## config.mk

```make
export PLATFORM = sky130hd
export DESIGN_NAME = msd_sqrt
export DESIGN_NICKNAME = d
export VERILOG_FILES = /design/src/hdl/msd_pkg.sv /design/src/hdl/msd_sqrt.sv
export SDC_FILE = /design/constraint.sdc
export NUM_CORES = 1
export LEC_CHECK = 0
export BUFFER_PORTS_ARGS = -buffer_cell sky130_fd_sc_hd__buf_4
export CORE_MARGIN = 2
export CORE_UTILIZATION = 40
export CTS_BUF_LIST = sky130_fd_sc_hd__clkbuf_8
export DETAILED_ROUTE_END_ITERATION = 10
export PLACE_DENSITY_LB_ADDON = 0.25
export SLEW_MARGIN = 20
export SYNTH_ARGS = -nofsm -noshare
export SYNTH_HDL_FRONTEND = slang
export SYNTH_SLANG_ARGS = --single-unit
```

## constraint.sdc

```tcl
create_clock -name clk -period 2.3 [get_ports clk]
set_input_delay 0.46 -clock clk [delete_from_list [all_inputs] [get_ports clk]]
set_output_delay 0.46 -clock clk [all_outputs]
set_load 0.03 [all_outputs]
```

## src/hdl/msd_pkg.sv

```systemverilog
// Package: field widths, status codes and sequencer states for the statistics block.
`timescale 1ns / 1ps
`default_nettype none

package msd_pkg;

  localparam int SMP_W  = 16;
  localparam int MEAN_W = 16;
  localparam int VAR_W  = 34;
  localparam int SD_W   = 17;
  localparam int CNTO_W = 11;
  localparam int STAT_W = 2;

  localparam logic [STAT_W-1:0] STAT_OK   = 2'd0;
  localparam logic [STAT_W-1:0] STAT_FEW  = 2'd1;
  localparam logic [STAT_W-1:0] STAT_DROP = 2'd2;

  typedef enum logic [2:0] {
    ST_LOAD,
    ST_PASS,
    ST_MUL,
    ST_MDIV,
    ST_VDIV,
    ST_ROOT,
    ST_OUT
  } msd_state_t;

endpackage

`default_nettype wire

```

## src/hdl/msd_sqrt.sv

```systemverilog
// Digit-by-digit floor square root, one root bit per cycle.
`timescale 1ns / 1ps
`default_nettype none

module msd_sqrt
  import msd_pkg::*;
(
  input  wire logic             clk,
  input  wire logic             rst_n,
  input  wire logic             start,
  input  wire logic [VAR_W-1:0] radicand,
  output logic                  done,
  output logic [SD_W-1:0]       root
);

  localparam int C_W = $clog2(SD_W);

  logic             busy_r;
  logic             done_r;
  logic [C_W-1:0]   cnt_r;
  logic [VAR_W-1:0] rad_r;
  logic [SD_W:0]    rem_r;
  logic [SD_W-1:0]  root_r;

  logic [SD_W+2:0]  rem_sh;
  logic [SD_W+2:0]  trial;
  logic [SD_W+2:0]  rem_diff;
  logic             fits;

  always_comb begin
    rem_sh   = {rem_r, rad_r[VAR_W-1:VAR_W-2]};
    trial    = {1'b0, root_r, 2'b01};
    rem_diff = rem_sh - trial;
    fits     = (rem_sh >= trial);
  end

  always_ff @(posedge clk) begin
    if (!rst_n) begin
      busy_r <= 1'b0;
      done_r <= 1'b0;
    end else begin
      done_r <= 1'b0;
      if (start) begin
        busy_r <= 1'b1;
      end else if (busy_r && cnt_r == '0) begin
        busy_r <= 1'b0;
        done_r <= 1'b1;
      end
    end
  end

  // remainder never exceeds twice the partial root, so SD_W+1 bits hold it
  always_ff @(posedge clk) begin
    if (start) begin
      rad_r  <= radicand;
      rem_r  <= '0;
      root_r <= '0;
      cnt_r  <= C_W'(SD_W - 1);
    end else if (busy_r) begin
      rad_r  <= {rad_r[VAR_W-3:0], 2'b00};
      rem_r  <= fits ? rem_diff[SD_W:0] : rem_sh[SD_W:0];
      root_r <= {root_r[SD_W-2:0], fits};
      cnt_r  <= cnt_r - C_W'(1);
    end
  end

  assign done = done_r;
  assign root = root_r;

endmodule

`default_nettype wire

```

### After elaboration in Yosys (flattened, before gate mapping)

Index checks and enable logic that the tools add are counted.

* $add $sub $neg: 2
* order comparisons: 1
* muxes and demuxes: 6
* bitwise operators: 1
* reduce and logical (&&, ||, !) cells: 5

Operators with widths (number)
* $mux 34: 2
* $ge 20x19->1: 1
* $mux 18: 1
* $sub 18x18->18: 1
* $logic_not 5->1: 1
* $sub 5x1->5 const B: 1
* $reduce_bool 2->1: 2
* $mux 1: 3
* $reduce_or 2->1: 1
* $logic_and 1x1->1: 1
* $not 1->1: 1

* register bits after elaboration: 76
* input bits: 37
* output and inout port bits: 18
* word-level logic and storage cells: 21

### Depth between registers and ports, before layout

Gate-level depths: netlist of the first run.

* word-level depth: 4
* mapped depth: 10
* mapped depth without buffers: 9

### Worst setup path before layout of the first run

OpenSTA, ideal clock, no wires.

* path kind: register to register
* from: register root_r[15], in the netlist root[15]
* to: register rem_r[17]
* library setup time: 0.133 ns
* arrival: 2.338 ns
* data required time: 2.167 ns
* path slack: -0.171 ns
* stages on the path, launching flop included: 10
* cell sequence: dfxtp_1 inv_1 ha_1 a21o_1 a211oi_2 nor3b_2 a22oi_4 buf_2 a221oi_1 a21oi_1

* word-level cells in the longest chain between the ends: 2
* elaborated cells between the ends (all ways): 3

RTL lines
* start: declaration: line msd_sqrt.sv:23 `logic [SD_W-1:0] root_r;`
* start signal: assignment: line msd_sqrt.sv:62 `root_r <= {root_r[SD_W-2:0], fits};`
* $sub 18x18->18 / $ge 20x19->1 (equally long branches): line msd_sqrt.sv:33, msd_sqrt.sv:34
* $mux 18 (*): line msd_sqrt.sv:61 `rem_r <= fits ? rem_diff[SD_W:0] : rem_sh[SD_W:0];`
* end signal: assignment: line msd_sqrt.sv:61
* end: declaration: line msd_sqrt.sv:22 `logic [SD_W:0] rem_r;`

Mark *: on every way between the ends. The rest lies on a longest branch, timed or not.
A chain may end at the register's enable or synchronous reset.

### Worst setup path after layout of the first run

* from: register root_r[2], in the netlist root[2]
* to: register rem_r[11]

The elaborated chain is that of the path after synthesis.

==> run metrics, run 1 <==
DRT Pass-1 Iters 4; first-pass GRT wire length approximately 14 mm; Clock transition at path regs 0.08 ns; Final Max Tran Viols 0; number of H-tree levels 3; Cells after Synth around 380; syn_area_per_cell between 10 and 15 µm²; total congestion overflow 0; simple-gate portion of the synthesized area 11.1%; routed len/inst between 10 and 15 µm; Worst-Skew Late Latency roughly 0.35 ns; largest net degree at the start of global routing 35; combinational family with the most area after synthesis multiplexers; n_diodes 0; register area share after synthesis around 47%; CTS Sinks 76; xor/xnor share of the synthesized area under 10%; DRT iter0 DRCs just over 100; CP max FO 7; WL final 8.81 mm; CTS tree yes; drt drc 0; Max Freq approximately 450 MHz; area of the core ~9700 µm²; vias in the first global route approximately 3000; Crit path required time between 2 and 3 ns; gr usage total about 16%; complex-gate fraction of the synthesized area 12.1%; Final Cycle Share 97.1%; Post-synth EDFFs 34; synthesized cell area between 3000 and 4000 µm²; P_leak 2.15 nW; fin crit period around 2.2 ns; Synth Net Count about 430; CTS buffer count 9; port buffer count 54; Placer Congestion 0.828; share of the synthesized area in the top cell type around 26%; Final HPWL DP 5.99 mm; Critical Path Start Type flip-flop; ys async rst share 0%; Setup WS pre-CTS -0.0119 ns; HP Class input port to flip-flop; Cell Pwr Density roughly 1300 nW/µm²; vias per cell 5.00; critical path class flip-flop to flip-flop; Crit. End Element flip-flop; proportion of layout cells with a drive suffix above 1 between 40 and 50%; setup ws final 0.0664 ns; Worst Tran Pin Value approximately 0.45 ns; Synth area leaders edfxtp_1 26%, dfxtp_1 21%, mux2_2 9.0%; Synth area leader edfxtp_1; Max Buffers Root-to-Sink 2; Post-DRT Antenna Nets 0; status complete, no violations; I/O pin total 55; Post-layout nets roughly 530; yosys warns 0; Area Growth Syn to Fin 32.2%; multiplexer area fraction after synthesis ~16%; Rel. slew slack approximately 70%; effective utilization at floorplan approximately two fifths; max-cap violations 0; Data arrival, critical path ~2.5 ns; die height about 100 µm; hold buffers post-CTS 0; Seq cells post-synth 76; site row count 36; Synth Area in Adders between 6 and 7%; root buf cell clkbuf_8; Die W between 100 and 150 µm; WHS between 0.3 and 0.4 ns; Synth Flop Type dfxtp_1; Final setup viols 0; unrepaired setup endpoints after global routing yes; DR vias ~3000; antenna violations before repair 0; unique cell type count in the Yosys netlist 45; worst vdd ir about 0.64 mV; Final Hold Fails 0; die area between 10000 and 15000 µm²; Clock Skew around 0.007 ns
synth_stat cells (all sizes together) (9+ instances only):
cell type / number
a211oi: 12
a21oi: 21
buf: 9
dfxtp: 42
edfxtp: 34
ha: 20
inv: 26
mux2: 32
mux2i: 29
nand2: 22
nor2: 44
o21ai: 14
xnor2: 10
through the flow:
stage | total power [mW] | TNS (ns) | cells | cell area, µm² | util, %
after CTS | 6.17 | 0 | 590 | 4910 | 50.5
after detailed placement | 5.28 | -0.0246 | 574 | 4740 | 48.7
after global routing | 7.40 | -0.0734 | 609 | 5280 | 54.3
final | 6.93 | 0 | 609 | 5280 | 54.3
after floorplan | 4.24 | 0 | 377 | 4020 | -
after global placement | 5.20 | 0 | 574 | 4740 | 48.7
final cells by class:
| cell class | instances | area, µm² |
|---|---|---|
| Clock buffer | 9 | 124 |
| Clock inverter | 7 | 37.5 |
| Fill cell | 876 | 4450 |
| Inverter | 26 | 97.6 |
| Multi-Input combinational cell | 260 | 2190 |
| Sequential cell | 76 | 1890 |
| Tap cell | 133 | 166 |
| Timing Repair Buffer | 98 | 773 |
layout by cell type, fill, tap and decap left out, drive strengths merged, types with 6 or more instances in the layout:
master  netlist  routed
buf           9      98
nor2         44      44
dfxtp        42      42
edfxtp       34      34
mux2         32      32
mux2i        29      29
inv          26      29
nand2        22      22
a21oi        21      21
ha           20      20
o21ai        14      14
a211oi       12      12
xnor2        10      10
clkbuf        6       9
nand4         6       6
xor2          6       6
path summary, 6_finish.rpt:
path,cells after the start,start,to,slack (ns)
hold reg to reg,2,cnt_r[1],cnt_r[1],0.51
setup / recovery,10,root[2],rem_r[11],0.07
hold / removal,2,rst_n,done,0.34
setup reg to reg,10,root[2],rem_r[11],0.07
registers in the layout (all words and copies together) (netlist names):
name    cells
done        1
root       17
cnt_r       5
rem_r      18
rad_r      34
busy_r      1
power breakdown:
group | internal (mW) | switching [mW] | leakage [nW]
clock network | 0.378 | 0.484 | 0.0928
registers | 1.62 | 0.159 | 0.695
logic | 2.28 | 2.01 | 1.37
metal layers:
layer	vias up	part of all wire [%]	GRT usage [%]
li1	1541	-	-
met1	1438	45	20.7
met2	59	50	25.5
met3	8	3.3	3.82
met4	0	1.3	6.18
met5	-	0	0
worst max-delay path, stage by stage (launching register included):
cell and delay (ns):
dfxtp_2 0.33, inv_1 0.06, ha_4 0.29, nand4_1 0.18
nor2_1 0.18, a221oi_2 0.08, buf_4 0.15, a22oi_4 0.24
buf_12 0.16, or4b_1 0.43, nand3_1 0.09
timing repair:
item / CTS / global route
gates resized for setup: 2 / 42
hold endpoints to repair: 0 / 0
setup buffers: 0 / 19
pin swaps: 0 / 22
setup endpoints to repair: 2 / 19
cells by family (layout without fill, tap and decap cells):
logic type / count (synthesis) / in the layout
multiplexers: 61 / 61
AO/OA/AOI/OAI: 68 / 68
AND/OR/NAND/NOR: 95 / 95
flip-flops: 76 / 76
adder cells (fa/ha/maj): 20 / 20
buffers and inverters: 41 / 140
XOR/XNOR: 16 / 16
Note: power is estimated with default switching activity, not from simulation.
==> run 2: changes to the inputs <==
--- a/config.mk
+++ b/config.mk
@@ -6,6 +6,7 @@
 export NUM_CORES = 1
 export LEC_CHECK = 0
 export BUFFER_PORTS_ARGS = -buffer_cell sky130_fd_sc_hd__buf_4
+export CORE_ASPECT_RATIO = 0.75
 export CORE_MARGIN = 2
 export CORE_UTILIZATION = 40
 export CTS_BUF_LIST = sky130_fd_sc_hd__clkbuf_8
==> constraint.sdc (replaced) <==
create_clock -name clk -period 2.6 [get_ports clk]
set_input_delay 0.52 -clock clk [delete_from_list [all_inputs] [get_ports clk]]
set_output_delay 0.52 -clock clk [all_outputs]
set_load 0.03 [all_outputs]
==> run 2 against run 1 <==
Net effect:
- global-route usage rose by 0.44 points
- hold slack better by 0.048 ns
- clock-buffer cell count did not move
- wire length fell by 1.2%
- flip-flop and latch count unchanged
- final area is 9.2% lower
- setup slack better by 0.072 ns
- highest routed layer unchanged
==> run metrics, run 2 (synthesis gave the netlist of run 1 again) <==
area of the core 9700 µm² (-0.33%); root buf cell clkbuf_8; non-filler cells, final 578 (-5.1%); largest net degree at the start of global routing 43 (+23%); vias per cell 5.03 (+0.66%); Post-layout nets 498 (-5.7%); WL final 8.70 mm (-1.2%); site row count 31 (-14%); Max Buffers Root-to-Sink 2 (unchanged); Crit. End Element flip-flop; Hold Crit Depth 2 (unchanged); HP Class input port to flip-flop; DRT Pass-1 Iters 4 (unchanged); Final setup viols 0 (unchanged); Worst-Skew Late Latency 0.35 ns (about the same); proportion of layout cells with a drive suffix above 1 28.9% (-12 points); worst r2r path cells 10 (unchanged); Critical Path Start Type flip-flop; fin util 49.4% (-4.9 points); Top reg by flops rad_r; total congestion overflow 0 (unchanged); Final HPWL DP 6.22 mm (+3.8%); Final Max Tran Viols 0 (unchanged); Worst Setup SP root[4]; commonest cells after routing, fill and taps aside 68 x buf_4, 43 x nor2_1, 41 x dfxtp_1, 34 x edfxtp_1, 32 x mux2_2; Clock transition at path regs 0.08 ns (about the same); R2R Setup Slk 0.14 ns (+0.07 ns); n_diodes 0 (unchanged); placed cell count 559 (-2.6%); DRT iter0 DRCs 148 (+44%); Max Freq 406 MHz (-9.3%); Hold Path Sink done; I/O pin total 55 (unchanged); critical path class flip-flop to flip-flop; Rel. slew slack 36.8% (-33 points); CP max FO 8 (+1); Placer Congestion 0.885 (+6.9%); commonest non-fill, non-tap cell in the layout buf_4; Final Hold Fails 0 (unchanged); drt drc 0 (unchanged); port buffer count 54 (unchanged); Data arrival, critical path 2.68 ns (+0.16 ns); fin crit period 2.46 ns (+0.228 ns); P_leak 1.96 nW (-9.1%); max-cap violations 0 (unchanged); CTS tree yes; die height 90.5 µm (-13%); vias in the first global route 2685 (-10%); Post-DRT Antenna Nets 0 (unchanged); Worst Tran Pin Value 0.944 ns (+0.491 ns); Clock Skew 0.00924 ns (+0.00237 ns); fill count 937 (+7.0%); DR vias 2910 (-4.5%); Crit path required time 2.82 ns (+0.23 ns); Die W 119 µm (+15%); footprint of the multi-input gates 2000 µm² (-8.9%); max FFs per register 34 (unchanged); first-pass GRT wire length 13.7 mm (-1.7%); effective utilization at floorplan 41.2% (+0.14 points); CTS Sinks 76 (unchanged); die area 10800 µm² (about the same); Cell Pwr Density 1090 nW/µm² (-17%); CTS buffer count 9 (unchanged); status complete, no violations; gr usage total 16.3% (+0.44 points); Area Growth Syn to Fin 20.0%; worst vdd ir 0.575 mV (-10%); R2R Path Start root[4]; Final Cycle Share 94.7% (-2.4 points); routed len/inst 15.1 µm (+4.1%); sequential standard cell area 1860 µm² (-1.5%); number of H-tree levels 3 (unchanged); R2R Path End rem_r[17]; hold_sp rst_n; antenna violations before repair 0 (unchanged)
## run 2: power breakdown
group / switching (mW) / total [mW] / internal, mW
Combinational: 1.56 / 2.89 / 1.34
Clock: 0.424 / 0.756 / 0.333
Sequential: 0.126 / 1.56 / 1.44
## run 2: metal layers
metal  vias up  track usage, %  wire [µm]
li1       1476               -          -
met1      1362            24.1       4600
met2        66            22.0       3490
met3         6            5.68        530
met4         0            5.20         82
met5         -               0          0
## run 2: worst max path at each step
stage	to	slack [ns]
floorplan	rem_r[17]	0.13
global placement	rem_r[1]	0.04
detailed placement	rem_r[2]	0.06
CTS	rem_r[2]	0.04
global route	rem_r[15]	-0.009
finish	rem_r[17]	0.14
## run 2: area by class of cell
class / instances / area share, %
clock buffers: 9 / 2.58
multi-input cells: 260 / 41.6
clock inverters: 7 / 0.757
flip-flops and latches: 76 / 38.9
inverters: 26 / 2.04
repair buffers: 68 / 10.7
well taps: 132 / 3.45
## run 2: worst max-delay path, stage by stage (launching register included)
cell     delay [ns]
dfxtp_1        0.39
inv_1          0.06
ha_1           0.42
nand4_1        0.20
nor3_1         0.29
nor3b_2        0.10
a22oi_4        0.27
buf_4          0.25
nand2_1        0.07
mux2i_1        0.19
a21oi_1        0.10
## run 2: repair_timing
| item | CTS | global route |
|---|---|---|
| setup buffers | 0 | 3 |
| resized for setup | 0 | 8 |
| setup endpoints to repair | 0 | 18 |
| hold buffers | 0 | 0 |
## run 2: per-stage QoR
stage	instance area, µm²	power (mW)	worst slack [ns]	TNS [ns]	hold WS, ns
finish	4790	5.21	0.138	0	0.384
global route	4790	5.58	-0.00912	-0.0117	0.365
CTS	4740	5.10	0.0413	0	0.370
detailed placement	4580	4.32	0.0557	0	0.484
global placement	4580	4.33	0.0438	0	0.457
floorplan	3990	3.75	0.129	0	0.429
