## config.mk

```make
export PLATFORM = sky130hd
export DESIGN_NAME = msd_div
export DESIGN_NICKNAME = d
export VERILOG_FILES = /design/src/hdl/msd_div.sv
export SDC_FILE = /design/constraint.sdc
export NUM_CORES = 1
export LEC_CHECK = 0
export BUFFER_PORTS_ARGS = -buffer_cell sky130_fd_sc_hd__buf_4
export CAP_MARGIN = 20
export CORE_MARGIN = 10
export CORE_UTILIZATION = 54
export DETAILED_ROUTE_END_ITERATION = 12
export PLACE_DENSITY = 0.8
export SYNTH_ARGS = -nofsm -noshare
export SYNTH_HDL_FRONTEND = slang
export SYNTH_SLANG_ARGS = --single-unit
export TNS_END_PERCENT = 30
```

## constraint.sdc

```tcl
create_clock -name clk -period 3.5 [get_ports clk]
set_input_delay 0.525 -clock clk [delete_from_list [all_inputs] [get_ports clk]]
set_output_delay 0.525 -clock clk [all_outputs]
set_load 0.03 [all_outputs]
```

## src/hdl/msd_div.sv

```systemverilog
// Restoring unsigned divider, one quotient bit per cycle.
`timescale 1ns / 1ps
`default_nettype none

module msd_div #(
  parameter int N_W = 52,
  parameter int D_W = 22
) (
  input  wire logic           clk,
  input  wire logic           rst_n,
  input  wire logic           start,
  input  wire logic [N_W-1:0] dividend,
  input  wire logic [D_W-1:0] divisor,
  output logic                done,
  output logic [N_W-1:0]      quotient
);

  localparam int C_W = $clog2(N_W);

  logic           busy_r;
  logic           done_r;
  logic [C_W-1:0] cnt_r;
  logic [N_W-1:0] quo_r;
  logic [D_W-1:0] rem_r;
  logic [D_W-1:0] den_r;

  logic [D_W:0]   rem_sh;
  logic [D_W:0]   rem_diff;
  logic           fits;

  always_comb begin
    rem_sh   = {rem_r, quo_r[N_W-1]};
    rem_diff = rem_sh - {1'b0, den_r};
    fits     = (rem_sh >= {1'b0, den_r});
  end

  always_ff @(posedge clk) begin
    if (!rst_n) begin
      busy_r <= 1'b0;
      done_r <= 1'b0;
    end else begin
      done_r <= 1'b0;
      if (start) begin
        busy_r <= 1'b1;
      end else if (busy_r && cnt_r == '0) begin
        busy_r <= 1'b0;
        done_r <= 1'b1;
      end
    end
  end

  always_ff @(posedge clk) begin
    if (start) begin
      quo_r <= dividend;
      rem_r <= '0;
      den_r <= divisor;
      cnt_r <= C_W'(N_W - 1);
    end else if (busy_r) begin
      // dividend bits shift out the top while quotient bits shift in below
      quo_r <= {quo_r[N_W-2:0], fits};
      rem_r <= fits ? rem_diff[D_W-1:0] : rem_sh[D_W-1:0];
      cnt_r <= cnt_r - C_W'(1);
    end
  end

  assign done     = done_r;
  assign quotient = quo_r;

endmodule

`default_nettype wire

```

After elaboration in Yosys (flattened, before gate mapping)
Index checks and enable logic that the tools add are counted.
{"block": "classes", "addsub": 2, "order_cmp": 1, "n_mux": 6, "bitwise_logic": 1, "n_reduce_logical": 5}
{"cell": "$mux W52", "count": 2}
{"cell": "$ge A23 B22 Y1", "count": 1}
{"cell": "$mux W22", "count": 1}
{"cell": "$sub A22 B22 Y22", "count": 1}
{"cell": "$logic_not A6 Y1", "count": 1}
{"cell": "$sub A6 B1 Y6 const B", "count": 1}
{"cell": "$reduce_bool A2 Y1", "count": 2}
{"cell": "$mux W1", "count": 3}
{"cell": "$reduce_or A2 Y1", "count": 1}
{"cell": "$logic_and A1 B1 Y1", "count": 1}
{"cell": "$not A1 Y1", "count": 1}
{"block": "totals", "regBits": 104, "inputBits": 77, "output_inout_bits": 53, "word_cells": 21}

Longest topological paths before layout
Gate-level depths: netlist of run 1.
{"block": "logic_depth", "ltp_word": 4, "mapped_depth": 11, "depth_no_buf": 11}

Least setup slack after synthesis of run 1
No wires, ideal clock.
{"block": "synth_path", "path_kind": "register to register", "startpoint": "register quo_r[51] (netlist: quotient[51])", "endpoint": "register rem_r[20]", "setup_ns": 0.131, "t_arrival_ns": 2.589, "required_time_ns": 3.369, "path_slack_ns": 0.780, "path_stages_with_launch": 12, "path_buffers": 0, "synth_period_minus_slack_ns": 2.720, "path_cell_list": "edfxtp_1 > inv_1 > ha_1 > inv_1 > fa_1 > a21oi_1 > o211ai_1 > a21oi_1 > a31oi_1 > or4_1 > nand4_1 > a21oi_1"}
{"block": "synth_between", "elab_chain_cells": 2, "word_cells_on_any_way": 3, "cone_classes": "add/sub (1); order compare (1); mux (1)"}
{"item": "start: declaration", "line_no": "23", "text": "logic [N_W-1:0] quo_r;"}
{"item": "start signal: assignment", "line_no": "54", "text": "quo_r <= dividend;"}
{"item": "start signal: assignment", "line_no": "60", "text": "quo_r <= {quo_r[N_W-2:0], fits};"}
{"item": "$sub A22 B22 Y22 or $ge A23 B22 Y1 (tied branches)", "line_no": "33, 34"}
{"item": "$mux W22 *", "line_no": "61", "text": "rem_r <= fits ? rem_diff[D_W-1:0] : rem_sh[D_W-1:0];"}
{"item": "end signal: assignment", "line_no": "61"}
{"item": "end: declaration", "line_no": "24", "text": "logic [D_W-1:0] rem_r;"}
Every way passes the cells marked *; elsewhere a longest branch is shown, timed or not.
A chain may end at the register's enable or synchronous reset.

Worst setup path after layout of run 1
Same ends and word-level chain as after synthesis.

==> results of run 1 <==
[worst max path at each step]
stage	end	cells past startpoint
6_report	rem_r[20]$_SDFFE_PP0P_	11
5_1_grt	rem_r[20]$_SDFFE_PP0P_	11
4_1_cts	rem_r[20]$_SDFFE_PP0P_	11
3_5_place_dp	rem_r[20]$_SDFFE_PP0P_	11
3_3_place_gp	rem_r[20]$_SDFFE_PP0P_	11
2_1_floorplan	rem_r[20]$_SDFFE_PP0P_	11
[metrics by stage]
step,total power [uW],cell area (sq um)
CTS,3060,6660
finish,3040,6660
detailed placement,2360,6480
global placement,2340,6480
floorplan,2070,5360
global route,3190,6660
[cells by family after synthesis]
family / Yosys count / synth area share [%]
flops: 104 / 52.6
compound gates: 99 / 12.5
buf+inv: 49 / 3.52
mux: 54 / 11.4
simple gates: 132 / 11.7
xor+xnor: 15 / 2.45
fa+ha+maj: 24 / 5.74
[report_power, final]
part,leakage (uW),internal (uW),switching [uW]
combinational,0.00178,353,470
sequential,0.000985,1450,64.7
clock,0.0000878,281,423
total,0.00285,2080,957
[state kept, by name, indices dropped and copies added, names as in the netlist]
signal / count
rem_r: 22
busy_r: 1
quotient: 52
cnt_r: 6
done: 1
den_r: 22
[area by class of cell]
class / count / area, sq um
sequential: 104 / 2820
tap: 133 / 166
timing repair buffer: 135 / 1030
clock inverter: 6 / 43.8
clock buffer: 10 / 138
fill: 746 / 3070
inverter: 31 / 116
multi-input combinational: 324 / 2350
[cell usage after synthesis, drive strengths merged (4+ instances only)]
master	instances
a21o	8
a21oi	25
a311oi	16
and3	4
buf	4
clkbuf	14
dfxtp	30
edfxtp	74
ha	23
inv	31
mux2	53
nand2	48
nand2b	6
nand3	7
nand4	5
nor2	31
nor2b	4
nor3	8
o21a	4
o21ai	23
or3	6
xnor2	6
xor2	9
[routing by layer]
metal	share of wire, %	vias up	track usage (%)
li1	-	2025	-
met1	39	1973	20.1
met2	50	137	31.1
met3	9.8	26	9.24
met4	1.3	0	4.15
met5	0	-	0
[placed cells by master (no fill, tap or decap), types with 3 or more instances in the layout]
cell | synthesis | routed
sky130_fd_sc_hd__mux2_2 | 52 | 52
sky130_fd_sc_hd__nand3_1 | 7 | 7
sky130_fd_sc_hd__nor2_1 | 31 | 31
sky130_fd_sc_hd__o21a_1 | 4 | 4
sky130_fd_sc_hd__and3_1 | 4 | 4
sky130_fd_sc_hd__xor2_1 | 9 | 9
sky130_fd_sc_hd__buf_4 | 0 | 134
sky130_fd_sc_hd__xnor2_1 | 6 | 6
sky130_fd_sc_hd__a21o_1 | 8 | 8
sky130_fd_sc_hd__edfxtp_1 | 74 | 74
sky130_fd_sc_hd__ha_1 | 23 | 23
sky130_fd_sc_hd__a32oi_1 | 3 | 3
sky130_fd_sc_hd__a21oi_1 | 23 | 23
sky130_fd_sc_hd__nand4_1 | 5 | 5
sky130_fd_sc_hd__a31oi_1 | 3 | 3
sky130_fd_sc_hd__nand2b_1 | 6 | 6
sky130_fd_sc_hd__or3_1 | 6 | 6
sky130_fd_sc_hd__nor3_1 | 7 | 7
sky130_fd_sc_hd__a311oi_1 | 16 | 16
sky130_fd_sc_hd__a211oi_1 | 3 | 3
sky130_fd_sc_hd__dfxtp_1 | 30 | 30
sky130_fd_sc_hd__inv_1 | 31 | 30
sky130_fd_sc_hd__nand2_1 | 48 | 48
sky130_fd_sc_hd__clkbuf_8 | 0 | 10
sky130_fd_sc_hd__nor2b_1 | 4 | 4
sky130_fd_sc_hd__o21ai_0 | 22 | 22
[worst max-delay path, cell delays in order, from the launching register on]
cell                       delay, ns
sky130_fd_sc_hd__edfxtp_1       0.41
sky130_fd_sc_hd__inv_1          0.08
sky130_fd_sc_hd__ha_1           0.15
sky130_fd_sc_hd__inv_1          0.05
sky130_fd_sc_hd__fa_1           0.39
sky130_fd_sc_hd__a21oi_1        0.24
sky130_fd_sc_hd__o211ai_1       0.12
sky130_fd_sc_hd__a21oi_1        0.40
sky130_fd_sc_hd__a31oi_1        0.21
sky130_fd_sc_hd__or4_1          0.49
sky130_fd_sc_hd__nand4_1        0.10
sky130_fd_sc_hd__a21oi_1        0.07
==> summary.json, run 1 <==
{
  "worstReg2RegEnd": {"value": "rem_r[20]$_SDFFE_PP0P_"},
  "tightestPinTransition": {"value": 0.630, "unit": "ns"},
  "dominantRegCellSynth": {"value": "sky130_fd_sc_hd__edfxtp_1"},
  "ant_nets": {"value": 0},
  "critical_path_arrival": {"value": 3.11, "unit": "ns"},
  "synth_enable_flop_cells": {"value": 74},
  "post-cts-setup-buffer-count": {"value": 0},
  "post_route_cells_drive_above_1_share": {"value": 34.4, "unit": "%"},
  "die_height": {"value": 120, "unit": "um"},
  "hold_path.class": {"value": "in2reg"},
  "fin_cells": {"value": 743},
  "drv.max_cap_violation_count": {"value": 0},
  "antenna_violations_before_repair": {"value": 0},
  "ctsHoldBuffers": {"value": 0},
  "wl": {"value": 13.4, "unit": "mm"},
  "clkTransAtPathRegs": {"value": 0.11, "unit": "ns"},
  "cts_inserted_buffers": {"value": 9},
  "dp.cells": {"value": 727},
  "synth-seq-cells": {"value": 104},
  "overflow": {"value": 0},
  "slew_viol_final": {"value": 0},
  "yosys_top_cell_area_share": {"value": 41.4, "unit": "%"},
  "vdd_ir_drop_max": {"value": 0.000406, "unit": "V"},
  "post_cts_resized": {"value": 0},
  "initial_utilization": {"value": 55.1, "unit": "%"},
  "p_per_area": {"value": 456, "unit": "nW/um^2"},
  "core.rowCount": {"value": 36},
  "io_buffer_count": {"value": 129},
  "cts_tree": {"value": "built"},
  "place.gp.congestion": {"value": 0.949},
  "floorplan.die_area": {"value": 14300, "unit": "sq um"},
  "clock-skew-final": {"value": 0.0160, "unit": "ns"},
  "ys_seq_area_share": {"value": 52.6, "unit": "%"},
  "rsz0062_at_grt": {"value": "false"},
  "post_synth_inst_count": {"value": 477},
  "worstPathRequired": {"value": 3.73, "unit": "ns"},
  "drt_first_pass_iters": {"value": 5},
  "critical_register_to_register_path_startpoint": {"value": "quotient[51]$_DFFE_PP_"},
  "worst-path-max-fanout": {"value": 5},
  "maximum_number_of_pins_on_one_net_before_global_route_repair": {"value": 56},
  "hpwl_after_dpl": {"value": 10.1, "unit": "mm"},
  "hold_path.startpoint": {"value": "divisor[21]"},
  "total_leakage_power": {"value": 0.00285, "unit": "uW"},
  "mappedNetlistArea": {"value": 5360, "unit": "sq um"},
  "grt_usage": {"value": 18.3, "unit": "%"},
  "finalHoldViolations": {"value": 0},
  "hold-path-cell-count": {"value": 1},
  "clk_buf_depth": {"value": 2},
  "critPathLaunch": {"value": "quotient[51]$_DFFE_PP_"},
  "fmax": {"value": 0.348, "unit": "GHz"},
  "r2r_setup_slack": {"value": 0.62, "unit": "ns"},
  "drt_first_iter_violations": {"value": 264},
  "placeableCoreArea": {"value": 9730, "unit": "sq um"},
  "synth-warning-count": {"value": 0},
  "worst_slew_margin_rel": {"value": 58.0, "unit": "%"},
  "status": {"value": "finished, final reports clean"},
  "setup_ws": {"value": 0.625, "unit": "ns"},
  "final_min_period_over_clock_period": {"value": 82.1, "unit": "%"},
  "cts_sinks": {"value": 104},
  "worst_setup_path_start_kind": {"value": "flop"},
  "finalNetCount": {"value": 706},
  "worstSkewPairLatency": {"value": 0.38, "unit": "ns"},
  "finalCoreUtilization": {"value": 68.5, "unit": "%"},
  "asyncSetResetFlopFracSynth": {"value": 0, "unit": "%"},
  "antenna-diode-count": {"value": 0},
  "htreeDepth": {"value": 3},
  "io-pin-count": {"value": 130},
  "netlist_top_cells_area": {"value": "sky130_fd_sc_hd__edfxtp_1 (41%), sky130_fd_sc_hd__dfxtp_1 (11%), sky130_fd_sc_hd__mux2_2 (11%)"},
  "worstSetupEndpointType": {"value": "flop"},
  "area_growth_synth_to_finish": {"value": 24.3, "unit": "%"},
  "setup_viol": {"value": 0},
  "timing.reg2reg.worst_path_depth": {"value": 11},
  "die_width": {"value": 120, "unit": "um"},
  "syn_avg_cell_area": {"value": 11.2, "unit": "sq um"},
  "vias_per_cell": {"value": 5.60},
  "routed_via_count": {"value": 4161},
  "grt_first_pass_wirelength": {"value": 21.4, "unit": "mm"},
  "worst_hold_slack": {"value": 0.317, "unit": "ns"},
  "yosys.cell_types.count": {"value": 51},
  "vias_in_the_first_global_route": {"value": 4318},
  "remaining_drc_errors": {"value": 0},
  "setup_total_negative_slack": {"value": 0, "unit": "ns"},
  "place_ws": {"value": 0.660, "unit": "ns"},
  "post-route-min-period": {"value": 2.88, "unit": "ns"},
  "route.detailed.wl_per_inst": {"value": 18.1, "unit": "um"},
  "syn_nets": {"value": 578},
  "timing_worst_setup_path_type": {"value": "reg2reg"},
  "hold-path-endpoint": {"value": "den_r[21]$_DFFE_PP_"},
  "clock_tree.root_cell": {"value": "sky130_fd_sc_hd__clkbuf_8"},
  "synthDominantAreaCellType": {"value": "sky130_fd_sc_hd__edfxtp_1"}
}
Power figures use the tool's default switching activity.
==> run 2: changes to the inputs <==
ABC_AREA = 1   (was default)
CORE_UTILIZATION = 55   (was 54)
PLACE_DENSITY = 0.81   (was 0.8)
clock period = 2.77 ns   (was 3.5 ns; I/O delays follow)
==> summary.json, run 2 <==
{
  "status": {"value": "finished, final reports clean"},
  "vias_per_cell": {"value": 5.00, "change": "-11%"},
  "die_width": {"value": 125, "unit": "um", "change": "+4.2%"},
  "worst-path-max-fanout": {"value": 23, "change": "+18"},
  "htreeDepth": {"value": 3, "change": "unchanged"},
  "final_min_period_over_clock_period": {"value": 90.2, "unit": "%", "change": "+8.1 points"},
  "worstSkewPairLatency": {"value": 0.38, "unit": "ns", "change": "about the same"},
  "post_route_cells_drive_above_1_share": {"value": 18.5, "unit": "%", "change": "-16 points"},
  "ordered_list_of_cells_on_the_worst_path": {"value": "inv_1, ha_1, nand2_1, nor2_2, nand2_2, nor2_1, nand2_1, nand2_1, nor2_2, nand3_1, nand3_1, o21ai_1"},
  "cts_tree": {"value": "built"},
  "cpPeakStageDelay": {"value": 0.82, "unit": "ns", "change": "+0.33 ns"},
  "synth_fa_ha_area_share": {"value": 5.11, "unit": "%", "change": "-0.63 points"},
  "io-pin-count": {"value": 130, "change": "unchanged"},
  "drt_first_pass_iters": {"value": 6, "change": "+1"},
  "post-synth-top-count-cell": {"value": "sky130_fd_sc_hd__nand2_1"},
  "drv.max_cap_violation_count": {"value": 0, "change": "unchanged"},
  "place.gp.congestion": {"value": 0.981, "change": "+3.4%"},
  "syn_nets": {"value": 900, "change": "+56%"},
  "hpwl_after_dpl": {"value": 11.4, "unit": "mm", "change": "+14%"},
  "antenna_violations_before_repair": {"value": 0, "change": "unchanged"},
  "clk_buf_depth": {"value": 2, "change": "unchanged"},
  "finalCoreUtilization": {"value": 67.5, "unit": "%", "change": "-1.0 points"},
  "yosys.cell_types.count": {"value": 32, "change": "-37%"},
  "finalNetCount": {"value": 1024, "change": "+45%"},
  "synth_xor_area_share": {"value": 1.16, "unit": "%", "change": "-1.3 points"},
  "largest_family_of_logic_cells_by_synthesized_area": {"value": "simple AND/OR/NAND/NOR gates"},
  "worstSetupEndpointType": {"value": "flop"},
  "ctsHoldBuffers": {"value": 0, "change": "unchanged"},
  "initial_utilization": {"value": 55.8, "unit": "%", "change": "+0.67 points"},
  "synth-warning-count": {"value": 0, "change": "unchanged"},
  "crit_top_cell": {"value": "sky130_fd_sc_hd__nand2_1"},
  "total_leakage_power": {"value": 0.00381, "unit": "uW", "change": "+34%"},
  "antenna-diode-count": {"value": 0, "change": "unchanged"},
  "grt_usage": {"value": 19.0, "unit": "%", "change": "+0.73 points"},
  "synthDominantAreaCellType": {"value": "sky130_fd_sc_hd__edfxtp_1"},
  "yosys-top-cells-count": {"value": "sky130_fd_sc_hd__nand2_1 (345), sky130_fd_sc_hd__inv_1 (121), sky130_fd_sc_hd__edfxtp_1 (74)"},
  "setup_viol": {"value": 0, "change": "unchanged"},
  "post_synth_and_or_nand_nor_area_fraction": {"value": 33.8, "unit": "%", "change": "+22 points"},
  "worst_setup_path_start_kind": {"value": "flop"},
  "die_height": {"value": 125, "unit": "um", "change": "+4.2%"},
  "io_buffer_count": {"value": 129, "change": "unchanged"},
  "worstPathRequired": {"value": 3.02, "unit": "ns", "change": "-0.71 ns"},
  "p_per_area": {"value": 490, "unit": "nW/um^2", "change": "+7.5%"},
  "grt_first_pass_wirelength": {"value": 24.8, "unit": "mm", "change": "+16%"},
  "clkTransAtPathRegs": {"value": 0.11, "unit": "ns", "change": "about the same"},
  "yosys_top_cell_area_share": {"value": 36.9, "unit": "%", "change": "-4.5 points"},
  "finalHoldViolations": {"value": 0, "change": "unchanged"},
  "number_of_flip_flops_in_the_largest_register": {"value": 52, "change": "unchanged"},
  "route.detailed.wl_per_inst": {"value": 14.3, "unit": "um", "change": "-21%"},
  "critical_path_arrival": {"value": 2.75, "unit": "ns", "change": "-0.36 ns"},
  "timing_worst_setup_path_type": {"value": "reg2reg"},
  "core.rowCount": {"value": 38, "change": "+5.6%"},
  "asyncSetResetFlopFracSynth": {"value": 0, "unit": "%", "change": "unchanged"},
  "ant_nets": {"value": 0, "change": "unchanged"},
  "hold_path.class": {"value": "in2reg"},
  "synth_enable_flop_cells": {"value": 74, "change": "unchanged"},
  "routed_via_count": {"value": 5339, "change": "+28%"},
  "remaining_drc_errors": {"value": 0, "change": "unchanged"},
  "yosys-mux-area-fraction": {"value": 0, "unit": "%", "change": "-11 points"},
  "setup_total_negative_slack": {"value": 0, "unit": "ns", "change": "unchanged"},
  "placeableCoreArea": {"value": 10800, "unit": "sq um", "change": "+11%"},
  "floorplan.die_area": {"value": 15500, "unit": "sq um", "change": "+8.5%"},
  "vdd_ir_drop_max": {"value": 0.000443, "unit": "V", "change": "+8.9%"},
  "wl": {"value": 15.3, "unit": "mm", "change": "+14%"},
  "most-common-layout-cells": {"value": "sky130_fd_sc_hd__nand2_1 (345), sky130_fd_sc_hd__buf_4 (134), sky130_fd_sc_hd__inv_1 (120), sky130_fd_sc_hd__edfxtp_1 (74), sky130_fd_sc_hd__nand3_1 (61)"},
  "drt_first_iter_violations": {"value": 326, "change": "+23%"},
  "synth-seq-cells": {"value": 104, "change": "unchanged"},
  "maximum_number_of_pins_on_one_net_before_global_route_repair": {"value": 63, "change": "+13%"},
  "overflow": {"value": 0, "change": "unchanged"},
  "dominantRegCellSynth": {"value": "sky130_fd_sc_hd__edfxtp_1"},
  "vias_in_the_first_global_route": {"value": 5234, "change": "+21%"},
  "multi_input_combinational_cell_area": {"value": 2590, "unit": "sq um", "change": "+10%"},
  "post_synth_inst_count": {"value": 799, "change": "+68%"},
  "post_cts_resized": {"value": 0, "change": "unchanged"},
  "ys_seq_area_share": {"value": 46.9, "unit": "%", "change": "-5.8 points"},
  "clock_tree.root_cell": {"value": "sky130_fd_sc_hd__clkbuf_8"},
  "rsz0062_at_grt": {"value": "false"},
  "mappedNetlistArea": {"value": 6020, "unit": "sq um", "change": "+12%"},
  "slew_viol_final": {"value": 0, "change": "unchanged"},
  "layout_commonest_cell": {"value": "sky130_fd_sc_hd__nand2_1"},
  "cts_inserted_buffers": {"value": 9, "change": "unchanged"},
  "final.fill_count": {"value": 916, "change": "+23%"},
  "syn_avg_cell_area": {"value": 7.53, "unit": "sq um", "change": "-33%"},
  "clock-skew-final": {"value": 0.0128, "unit": "ns", "change": "-0.00311 ns"},
  "post-route-min-period": {"value": 2.50, "unit": "ns", "change": "-0.375 ns"},
  "netlist_top_cells_area": {"value": "sky130_fd_sc_hd__edfxtp_1 (37%), sky130_fd_sc_hd__nand2_1 (22%), sky130_fd_sc_hd__dfxtp_1 (10%)"},
  "area_growth_synth_to_finish": {"value": 21.0, "unit": "%"},
  "worst_hold_slack": {"value": 0.205, "unit": "ns", "change": "-0.112 ns"},
  "cp_slowest_cell": {"value": "sky130_fd_sc_hd__nor2_2"},
  "post-cts-setup-buffer-count": {"value": 0, "change": "unchanged"},
  "fmax": {"value": 0.400, "unit": "GHz", "change": "+15%"},
  "worst_slew_margin_rel": {"value": 26.2, "unit": "%", "change": "-32 points"},
  "cts_sinks": {"value": 104, "change": "unchanged"},
  "synth_area_in_compound_gates": {"value": 3.06, "unit": "%", "change": "-9.5 points"},
  "area.sequential": {"value": 2820, "unit": "sq um", "change": "unchanged"},
  "tightestPinTransition": {"value": 1.11, "unit": "ns", "change": "+0.477 ns"}
}
-- run 2: cell count changes after synthesis, moves of 11 or more --
| cell | change |
|---|---|
| sky130_fd_sc_hd__a311oi_1 | -16 |
| sky130_fd_sc_hd__nand3_1 | +54 |
| sky130_fd_sc_hd__mux2_2 | -52 |
| sky130_fd_sc_hd__nand3b_1 | +12 |
| sky130_fd_sc_hd__inv_1 | +90 |
| sky130_fd_sc_hd__nand2_1 | +297 |
| sky130_fd_sc_hd__o21ai_0 | -19 |
| sky130_fd_sc_hd__o21ai_1 | +11 |
-- run 2: stage by stage --
| stage | setup WS (ns) | cell area (sq um) | total power [uW] | std cells |
|---|---|---|---|---|
| finish | 0.270 | 7280 | 3570 | 1068 |
| global route | 0.0582 | 7280 | 3740 | 1068 |
| CTS | 0.306 | 7280 | 3610 | 1068 |
| detailed placement | 0.313 | 7080 | 2610 | 1052 |
| global placement | 0.334 | 7080 | 2600 | 1052 |
| floorplan | 0.136 | 6020 | 2310 | 799 |
-- run 2: cell type report --
cell class / count / area share (%)
tap: 140 / 2.41
clock inverter: 6 / 1.03
timing repair buffer: 135 / 14.1
sequential: 104 / 38.8
multi-input combinational: 550 / 35.6
inverter: 123 / 6.34
clock buffer: 10 / 1.75
-- run 2: kinds of logic (layout without fill, tap and decap cells) --
logic type	Yosys count	count (layout)
compound gates	35	35
xor+xnor	8	8
fa+ha+maj	24	24
buf+inv	145	274
flops	104	104
simple gates	483	483
-- run 2: routing by layer --
layer	up-vias	track usage, %	share of wire, %
li1	2742	-	-
met1	2381	22.2	41
met2	192	31.6	46
met3	24	7.57	11
met4	0	5.35	1.6
met5	-	0	0
-- run 2: power breakdown --
group | switching, uW | leakage, uW | internal (uW)
sequential | 56.6 | 0.000992 | 1800
clock | 564 | 0.000105 | 435
combinational | 444 | 0.00272 | 271
total | 1060 | 0.00381 | 2510
-- run 2: worst paths after layout --
check	slack (ns)	end	from	cells after the start
min reg2reg	0.47	cnt_r[3]$_SDFFE_PP0P_	cnt_r[3]$_SDFFE_PP0P_	2
max reg2reg	0.27	rem_r[8]$_SDFFE_PP0P_	den_r[13]$_DFFE_PP_	12
min	0.21	den_r[18]$_DFFE_PP_	divisor[18]	1
max	0.27	rem_r[8]$_SDFFE_PP0P_	den_r[13]$_DFFE_PP_	12
-- run 2: worst max-delay path, delay by kind of cell (launching register included) --
family	cells	cell delay (ns)
AND/OR/NAND/NOR	9	1.55
buffers and inverters	1	0.04
adder cells (fa/ha/maj)	1	0.34
flip-flops	1	0.34
AO/OA/AOI/OAI	1	0.08
